===== config.mk =====
export PLATFORM = sky130hd
export DESIGN_NAME = slot_pool_allocator
export DESIGN_NICKNAME = d
export VERILOG_FILES = /design/src/hdl/spa_pkg.sv /design/src/hdl/slot_pool_allocator.sv /design/src/hdl/spa_ram.sv /design/src/hdl/spa_ctrl.sv /design/src/hdl/spa_dpath.sv
export SDC_FILE = /design/constraint.sdc
export NUM_CORES = 1
export LEC_CHECK = 0
export BUFFER_PORTS_ARGS = -buffer_cell sky130_fd_sc_hd__buf_2
export CAP_MARGIN = 25
export CELL_PAD_IN_SITES_DETAIL_PLACEMENT = 1
export CELL_PAD_IN_SITES_GLOBAL_PLACEMENT = 1
export CORE_ASPECT_RATIO = 1.1
export CORE_MARGIN = 2
export CORE_UTILIZATION = 35
export DETAILED_ROUTE_END_ITERATION = 10
export GPL_TIMING_DRIVEN = 0
export HOLD_SLACK_MARGIN = 0.02
export PLACE_DENSITY_LB_ADDON = 0.1
export SETUP_SLACK_MARGIN = 0.4
export SLEW_MARGIN = 0
export SYNTH_ARGS = -nofsm -noshare
export SYNTH_HDL_FRONTEND = slang
export SYNTH_HIERARCHICAL = 1
export SYNTH_SLANG_ARGS = --single-unit

===== constraint.sdc =====
create_clock -name clk -period 4.9 [get_ports clk]
set_input_delay 0.245 -clock clk [delete_from_list [all_inputs] [get_ports clk]]
set_output_delay 0.245 -clock clk [all_outputs]
set_load 0.005 [all_outputs]

===== src/hdl/spa_pkg.sv =====
`default_nettype none

package spa_pkg;

	// Default pool size.
	localparam int POOL_SLOTS_DEF = 64;

	// Width of a slot index as it travels on the ports.
	localparam int SLOT_W = 6;

	// Result codes.
	typedef enum logic [2:0] {
		ST_REUSED   = 3'd0,
		ST_FRESH    = 3'd1,
		ST_FULL     = 3'd2,
		ST_FREED    = 3'd3,
		ST_OVERFLOW = 3'd4,
		ST_IGNORED  = 3'd5
	} status_t;

	// Request codes.
	localparam logic CMD_ALLOC = 1'b0;
	localparam logic CMD_FREE  = 1'b1;

	// Commands from the controller to the datapath.
	typedef struct packed {
		logic latch_req;
		logic pop_read;
		logic commit;
		logic load_pop;
	} spa_cmd_t;

	// Status from the datapath to the controller.
	typedef struct packed {
		logic is_alloc;
		logic can_pop;
		logic out_free;
	} spa_stat_t;

endpackage

`default_nettype wire


===== src/hdl/slot_pool_allocator.sv =====
// A request is latched, then decided; its result is loaded into the result register once
// that register is free. A reused slot from the free stack goes through the extra state
// S_POP for the stack memory read. The controller handles one request at a time, so no new
// request is taken before the last result is loaded; the result register holds until taken.
// Reset: arst_n clears the bump pointer, the stack depth and the controller at once;
// the stack memory needs no clearing.
`default_nettype none

module slot_pool_allocator
	import spa_pkg::*;
#(
	parameter int POOL_SLOTS = POOL_SLOTS_DEF
) (
	input  wire logic              clk,
	input  wire logic              arst_n,
	input  wire logic              req_valid,
	output logic                   req_stall,
	input  wire logic              command,
	input  wire logic [SLOT_W-1:0] slot_index,
	input  wire logic              in_pool,
	output logic                   rsp_valid,
	input  wire logic              rsp_stall,
	output logic [2:0]             status,
	output logic [SLOT_W-1:0]      granted_slot
);

	spa_cmd_t  cmd;
	spa_stat_t stat;

	// Sequencing of each request.
	spa_ctrl u_ctrl (
		.clk       (clk),
		.arst_n    (arst_n),
		.req_valid (req_valid),
		.req_stall (req_stall),
		.stat      (stat),
		.cmd       (cmd)
	);

	// Pointers, free stack and result register.
	spa_dpath #(
		.POOL_SLOTS(POOL_SLOTS)
	) u_dpath (
		.clk          (clk),
		.arst_n       (arst_n),
		.cmd          (cmd),
		.stat         (stat),
		.command      (command),
		.slot_index   (slot_index),
		.in_pool      (in_pool),
		.rsp_valid    (rsp_valid),
		.rsp_stall    (rsp_stall),
		.status       (status),
		.granted_slot (granted_slot)
	);

endmodule

`default_nettype wire


===== src/hdl/spa_ram.sv =====
`default_nettype none

module spa_ram #(
	parameter int WIDTH = 6,
	parameter int DEPTH = 64
) (
	input  wire logic                     clk,
	input  wire logic                     we,
	input  wire logic [$clog2(DEPTH)-1:0] waddr,
	input  wire logic [WIDTH-1:0]         wdata,
	input  wire logic                     re,
	input  wire logic [$clog2(DEPTH)-1:0] raddr,
	output logic      [WIDTH-1:0]         rdata
);

	logic [WIDTH-1:0] mem_q [DEPTH];

	// One write port and one registered read port.
	always_ff @(posedge clk) begin
		if (we) begin
			mem_q[waddr] <= wdata;
		end
		if (re) begin
			rdata <= mem_q[raddr];
		end
	end

endmodule

`default_nettype wire


===== src/hdl/spa_ctrl.sv =====
`default_nettype none

module spa_ctrl
	import spa_pkg::*;
(
	input  wire logic      clk,
	input  wire logic      arst_n,
	input  wire logic      req_valid,
	output logic           req_stall,
	input  wire spa_stat_t stat,
	output spa_cmd_t       cmd
);

	typedef enum logic [1:0] {
		S_IDLE,
		S_DECIDE,
		S_POP
	} state_t;

	state_t state_q;

	// A new request is taken only while nothing is in progress.
	assign req_stall = (state_q != S_IDLE);

	// Commands follow from the state and the datapath status.
	always_comb begin
		cmd = '0;
		case (state_q)
			S_IDLE: begin
				cmd.latch_req = req_valid;
			end
			S_DECIDE: begin
				if (stat.is_alloc && stat.can_pop) begin
					cmd.pop_read = 1'b1;
				end else begin
					cmd.commit = stat.out_free;
				end
			end
			S_POP: begin
				cmd.load_pop = stat.out_free;
			end
			default: begin
				cmd = '0;
			end
		endcase
	end

	// State register.
	always_ff @(posedge clk or negedge arst_n) begin
		if (!arst_n) begin
			state_q <= S_IDLE;
		end else begin
			case (state_q)
				S_IDLE: begin
					if (req_valid) begin
						state_q <= S_DECIDE;
					end
				end
				S_DECIDE: begin
					if (stat.is_alloc && stat.can_pop) begin
						state_q <= S_POP;
					end else if (stat.out_free) begin
						state_q <= S_IDLE;
					end
				end
				S_POP: begin
					if (stat.out_free) begin
						state_q <= S_IDLE;
					end
				end
				default: begin
					state_q <= S_IDLE;
				end
			endcase
		end
	end

endmodule

`default_nettype wire


===== src/hdl/spa_dpath.sv =====
`default_nettype none

module spa_dpath
	import spa_pkg::*;
#(
	parameter int POOL_SLOTS = POOL_SLOTS_DEF
) (
	input  wire logic              clk,
	input  wire logic              arst_n,
	input  wire spa_cmd_t          cmd,
	output spa_stat_t              stat,
	input  wire logic              command,
	input  wire logic [SLOT_W-1:0] slot_index,
	input  wire logic              in_pool,
	output logic                   rsp_valid,
	input  wire logic              rsp_stall,
	output logic [2:0]             status,
	output logic [SLOT_W-1:0]      granted_slot
);

	localparam int PW = $clog2(POOL_SLOTS + 1);
	localparam int AW = $clog2(POOL_SLOTS);
	localparam int CW = (PW > SLOT_W) ? PW : SLOT_W;
	localparam logic [CW-1:0] POOL_C = CW'(POOL_SLOTS);

	logic              cmd_q;
	logic [SLOT_W-1:0] slot_q;
	logic              in_pool_q;
	logic [PW-1:0]     bump_q;
	logic [PW-1:0]     count_q;
	logic              out_valid_q;
	status_t           status_q;
	logic [SLOT_W-1:0] granted_q;

	logic [CW-1:0]     bump_w;
	logic [CW-1:0]     slot_w;
	logic [CW-1:0]     count_w;
	logic              pool_full;
	logic              ignore;
	logic              lower;
	logic              overflow;
	logic              push;
	logic [SLOT_W-1:0] ram_rdata;

	// Decision terms for the latched request.
	assign bump_w    = CW'(bump_q);
	assign slot_w    = CW'(slot_q);
	assign count_w   = CW'(count_q);
	assign pool_full = (bump_w >= POOL_C);
	assign ignore    = !in_pool_q || (slot_w >= POOL_C);
	assign lower     = (bump_q != '0) && (slot_w == bump_w - CW'(1));
	assign overflow  = (count_w >= POOL_C);
	assign push      = cmd.commit && (cmd_q == CMD_FREE) && !ignore && !lower && !overflow;

	assign stat.is_alloc = (cmd_q == CMD_ALLOC);
	assign stat.can_pop  = (count_q != '0);
	assign stat.out_free = !out_valid_q || !rsp_stall;

	// Free stack storage.
	spa_ram #(
		.WIDTH(SLOT_W),
		.DEPTH(POOL_SLOTS)
	) u_stack (
		.clk   (clk),
		.we    (push),
		.waddr (count_q[AW-1:0]),
		.wdata (slot_q),
		.re    (cmd.pop_read),
		.raddr (AW'(count_q - PW'(1))),
		.rdata (ram_rdata)
	);

	// Latched request fields.
	always_ff @(posedge clk) begin
		if (cmd.latch_req) begin
			cmd_q     <= command;
			slot_q    <= slot_index;
			in_pool_q <= in_pool;
		end
	end

	// Bump pointer and stack depth.
	always_ff @(posedge clk or negedge arst_n) begin
		if (!arst_n) begin
			bump_q  <= '0;
			count_q <= '0;
		end else begin
			if (cmd.pop_read) begin
				count_q <= count_q - PW'(1);
			end else if (push) begin
				count_q <= count_q + PW'(1);
			end
			if (cmd.commit) begin
				if (cmd_q == CMD_ALLOC) begin
					if (!pool_full) begin
						bump_q <= bump_q + PW'(1);
					end
				end else if (!ignore && lower) begin
					bump_q <= bump_q - PW'(1);
				end
			end
		end
	end

	// Result valid flag.
	always_ff @(posedge clk or negedge arst_n) begin
		if (!arst_n) begin
			out_valid_q <= 1'b0;
		end else if (cmd.commit || cmd.load_pop) begin
			out_valid_q <= 1'b1;
		end else if (!rsp_stall) begin
			out_valid_q <= 1'b0;
		end
	end

	// Result payload.
	always_ff @(posedge clk) begin
		if (cmd.load_pop) begin
			status_q  <= ST_REUSED;
			granted_q <= ram_rdata;
		end else if (cmd.commit) begin
			granted_q <= '0;
			if (cmd_q == CMD_ALLOC) begin
				if (pool_full) begin
					status_q <= ST_FULL;
				end else begin
					status_q  <= ST_FRESH;
					granted_q <= bump_w[SLOT_W-1:0];
				end
			end else if (ignore) begin
				status_q <= ST_IGNORED;
			end else if (lower || !overflow) begin
				status_q <= ST_FREED;
			end else begin
				status_q <= ST_OVERFLOW;
			end
		end
	end

	assign rsp_valid    = out_valid_q;
	assign status       = status_q;
	assign granted_slot = granted_q;

endmodule

`default_nettype wire

### Yosys cells after proc, flatten, opt, wreduce, memory -nomap -nowiden

Memories as Yosys holds them, arrays and structs flattened. A register that Yosys moved wholly into a read port is not among the register bits.
Index checks and enable logic that the tools add are counted.
Widths: inputs -> output; s select.

* flip-flop bits (word level): 34
* memory bits (writable): 384
* input port bits: 12
* output and inout bits: 11
* logic and storage cells: 75
* memories kept: 1

* $add $sub $neg: 4
* order comparisons: 3
* equal/unequal tests: 7
* muxes and demuxes: 26
* bitwise gates (word level): 1
* reductions and logical operators: 24

Memory list
* u_dpath.u_stack.mem_q: words 64, width 6, rd ports 1, clocked after memory_dff 1, wr ports 1, RTL line spa_ram.sv:16 `logic [WIDTH-1:0] mem_q [DEPTH];`

Operator list (count)
* $mux 7: 5
* $mux 6: 4
* $add 7x1->7 const B: 2
* $ge 7x7->1 const B: 2
* $reduce_bool 7->1: 2
* $sub 7x1->7 const B: 2
* $mux 2: 5
* $mux 3: 3
* $mux 1: 8
* $eq 6x7->1: 1
* $ge 6x7->1 const B: 1
* $logic_and 1x1->1: 7
* $logic_not 1->1: 6
* $pmux 2 s3: 1
* $reduce_bool 2->1: 3
* $logic_or 1x1->1: 4
* $ne 2x1->1 const B: 2
* $ne 2x2->1 const B: 2
* $reduce_and 3->1: 1
* $eq 2x1->1 const B: 1
* $eq 2x2->1 const B: 1
* $logic_not 2->1: 1
* $not 1->1: 1

### Longest topological paths before layout

* depth after elaboration: 10
* depth in mapped cells: 11
* gate-level depth less buffers: 11

### By module

The synthesis kept the hierarchy.

By module, submodules not included
* spa_ram: instances 1, cells an instance 720, area each 15285.9 µm², sequential area each 11711.2 µm²
* spa_dpath: instances 1, cells an instance 180, area each 1788.0 µm², sequential area each 855.8 µm²
* spa_ctrl: instances 1, cells an instance 15, area each 127.6 µm², sequential area each 50.0 µm²

### Worst setup path after synthesis

Ideal clock, no wire load.

* kind: register to register
* start point: register u_dpath.count_q[0]
* end point: memory u_dpath.u_stack.mem_q[48][0] (enable)
* library setup time: 0.377 ns
* arrival: 3.080 ns
* required time: 4.523 ns
* setup slack: 1.443 ns
* stages on the path, launching flop included: 12
* buffers on the path: 0
* period minus slack after synthesis: 3.457 ns
* path through: dfrtp_1 -> inv_1 -> ha_1 -> nand2_1 -> or4_1 -> nand2_1 -> and4b_1 -> nand4b_1 -> a31oi_2 -> nor2b_1 -> nand4b_1 -> nor3_1

RTL lines
* from (decl): RTL line spa_dpath.sv:30 `logic [PW-1:0] count_q;`
* from (signal assigned): RTL line spa_dpath.sv:89 `count_q <= count_q - PW'(1);`
* from (signal assigned): RTL line spa_dpath.sv:91 `count_q <= count_q + PW'(1);`
* to (decl): RTL line spa_ram.sv:16

==> reports/results.tsv <==
metric	value	unit
Max Transition Viols Final	0	
overall power	12.06	mW
crit-path max FO	14	
GRT overflow	0	
Critical Path AT	4.55	ns
Antenna Violating Nets Remaining	0	
Synth warnings	6	
Vias/cell	5.381	
setup TNS	0	ns
Post-Synth Simple-Gate Area	0.05397	
Leakage Power	6.414	nW
share of cells above drive strength 1	0.2763	
Die ar.	0.05094	mm^2
Iteration-0 DRC Markers	840	
detailed placement HPWL	32180	um
die width	215.4	um
Starting Density	0.3531	
status	completed	
clock network power share	0.281	
post-synthesis adder-cell area fraction	0.002910	
EDFF count, synth	404	
residual DRC count	0	
Finished Cell Area	0.02029	mm^2
complex-gate fraction of the synthesized area	0.04168	
I/O Buffers	22	
Setup Crit Path Kind	reg -> reg	
GR Util All Layers	0.1924	
core area	0.04871	mm^2
cells along the critical path	inv_1 -> ha_1 -> nand2_1 -> or4_1 -> nand2_1 -> and4b_1 -> nand4b_1 -> a31oi_4 -> buf_12 -> nor2b_2 -> nand2_2 -> nor2_2	
worst path required time	5.12	ns
CTS buffer count	46	
layout overhead on the synthesized area	17.98	%
fill count	4715	
MaxCap Viol Count	0	
XOR/XNOR Fraction of Synth Area	0.01069	
Post-Route WL	47890	um
Root Buffer	clkbuf_16	
r2r endpoint	u_dpath/u_stack/mem_q[2][0]	
clock-pin slew on the worst setup and hold paths	0.06	ns
Setup crit start kind	flop	
routed via count	9143	
multi-input logic area	0.004452	mm^2
Max VDD drop	0.0002429	V
WL per Instance	28.19	um
syn nets	931	
CTS tree	built	
placed cells	1605	
Syn Inst Count	915	
clock skew	0.02085	ns
Hold/Removal Path Class	in -> async	
1st-pass router iterations	5	
initial antenna violation count	0	
post-synthesis register bit count	424	
final hold vios	0	
fin crit period	4.333	ns
die height	236.5	um
Slew Limit Headroom	0.3262	
CP Buf/Inv Count	2	
slowest CP cell	dfrtp_1	
Final GP Congestion	0.8185	
Combinational Power Share	0.362	
main combinational cell family by area after synthesis	multiplexers	
switch share	0.3463	
post-synthesis mux area share	0.1383	
Sequential Power Share	0.356	
H-tree Lvls	2	
RSZ-0062 raised after global routing	no	
fmax	230.8	MHz
Max Root-Sink Buffers	3	
CP max stage delay	0.57	ns
Ports	23	
Mean Syn Cell Area	18.80	um^2
Placed Area	0.01851	mm^2
final core occ	0.4166	
post-synth cell types	67	
final setup violation count	0	
internal cell power	7.881	mW
Power Dens Cells	594.0	mW/mm^2
Non-Filler Instances	1699	
FFs w/ async S/R, synth	0.04009	
final worst-path cycle share	0.8842	
first-pass GRT wire length	69890	um
CP delay by family, top	simple AND/OR/NAND/NOR gates	
Setup crit end kind	flop	
cell mode on critical path	nand2_1	
setup slack, reg-to-reg	0.57	ns
clk sink count	424	
Seq. cell area	0.01262	mm^2
Post-Syn Area	0.01720	mm^2
Least-Margin Pin Slew	1.011	ns
Reg2Reg Depth	12	
nets	1032	
# rows	85	
largest net degree at the start of global routing	29	
Switching Power	4.175	mW
sequential share of the synthesized area	0.7335	
Worst-Skew Late Latency	0.58	ns
worst r2r src	u_dpath/count_q[0]	
vias in the first global route	9693	
top_reg_cell synth	edfxtp_1	
## cells by family (layout without fill, tap and decap cells)
logic type	count (synthesis)	in the layout
and+or+nand+nor	192	192
AOI/OAI and AO/OA	99	99
adders and majority gates	4	4
muxes	118	118
DFF	424	424
buffers and inverters	57	188
xor gates and xnor gates	21	21
other	0	1
## through the flow
stage	hold WS, ns	setup slack [ns]
6_report	0.1608	0.5672
5_1_grt	0.1941	0.3622
4_1_cts	0.1417	0.2189
3_5_place_dp	0.2317	-0.1293
3_3_place_gp	0.2380	-0.7220
2_1_floorplan	-0.05059	1.443
## cells in the final DEF (no fill, tap or decap), types with 8 or more instances in the layout
cell and instances:
edfxtp_1 404, mux4_2 87, clkbuf_16 47, nor2_2 41
buf_2 35, nor2_1 34, clkbuf_1 31, nand2_1 31
dfrtp_1 17, mux2i_1 16, a21oi_1 13, xnor2_1 13
o21ai_0 13, o22ai_1 13, nand3_1 12, buf_16 12
dlygate4sd3_1 11, inv_1 11, nor3_1 10, a211oi_1 10
clkinv_1 9, nor2b_1 9, o221ai_1 9, mux2_2 9
xor2_1 8
## Yosys cell counts, drive strengths merged (4+ instances only)
library cell,count,area [um^2]
dfrtp,17,425.4
mux2,9,101.4
a211oi,10,75.07
or2,4,25.03
mux2i,16,160.2
nand3,16,80.08
nor2b,10,62.56
xnor2,13,113.9
xor2,8,70.07
mux4,93,2117
o22ai,13,81.33
ha,4,50.05
o21ai,20,100.1
nor3,10,50.05
nand2,34,127.6
buf,24,202.7
or3,5,41.29
o22a,6,52.55
inv,11,41.29
clkbuf,22,82.58
o221ai,9,78.83
nor2,81,304.0
edfxtp,404,12130
nand4,6,43.79
nand2b,7,43.79
a21oi,13,65.06
nand3b,4,30.03
## registers in the layout (all words and copies together), names as in the netlist, 2 cells and up
name	count
u_ctrl/state_q	2
u_dpath/bump_q	7
u_dpath/count_q	7
u_dpath/granted_slot	6
u_dpath/slot_q	6
u_dpath/status	3
u_dpath/u_stack/mem_q	384
u_dpath/u_stack/rdata	6
## timing repair
action                                  CTS  global route
endpoints found under the hold margin    27             0
pin swaps                                 1             0
gates resized for setup                  39            24
setup buffers                             2             2
endpoints found under the setup margin  355           319
hold buffers                             11             0
## per-layer routing
layer | vias to the layer above | GRT usage | wire [um]
li1 | 3934 | - | -
met1 | 4951 | 0.2567 | 21100
met2 | 189 | 0.3228 | 23630
met3 | 69 | 0.03276 | 1976
met4 | 0 | 0.05998 | 1188
met5 | - | 0 | 0
## area by class of cell
class,count,share of cell area
clock buffer,56,0.05962
antenna,1,0.0001233
timing repair buffer,53,0.03169
sequential,424,0.6217
inverter,11,0.002035
clock inverter,22,0.01122
multi-input combinational,434,0.2194
buffer,46,0.01406
tap,652,0.04020
## power by group through the flow
stage	registers (mW)	logic, mW	clock network (mW)
after global routing	4.31	4.63	3.62
after floorplan	4.37	2.59	0
final	4.30	4.37	3.39
after CTS	4.30	4.39	3.49
after detailed placement	4.37	4.35	0
after global placement	4.48	4.15	0
## worst max path at each step
stage,start,end,cells after the start
2_1_floorplan,u_dpath/count_q[0],u_dpath/u_stack/mem_q[48][0],11
4_1_cts,u_dpath/count_q[0],u_dpath/u_stack/mem_q[10][5],11
6_report,u_dpath/count_q[0],u_dpath/u_stack/mem_q[2][0],12
5_1_grt,u_dpath/count_q[0],u_dpath/u_stack/mem_q[49][0],13
3_5_place_dp,u_dpath/count_q[0],u_dpath/u_stack/mem_q[62][3],11
3_3_place_gp,u_dpath/slot_q[2],u_dpath/u_stack/mem_q[46][1],7
Power figures use the tool's default switching activity.
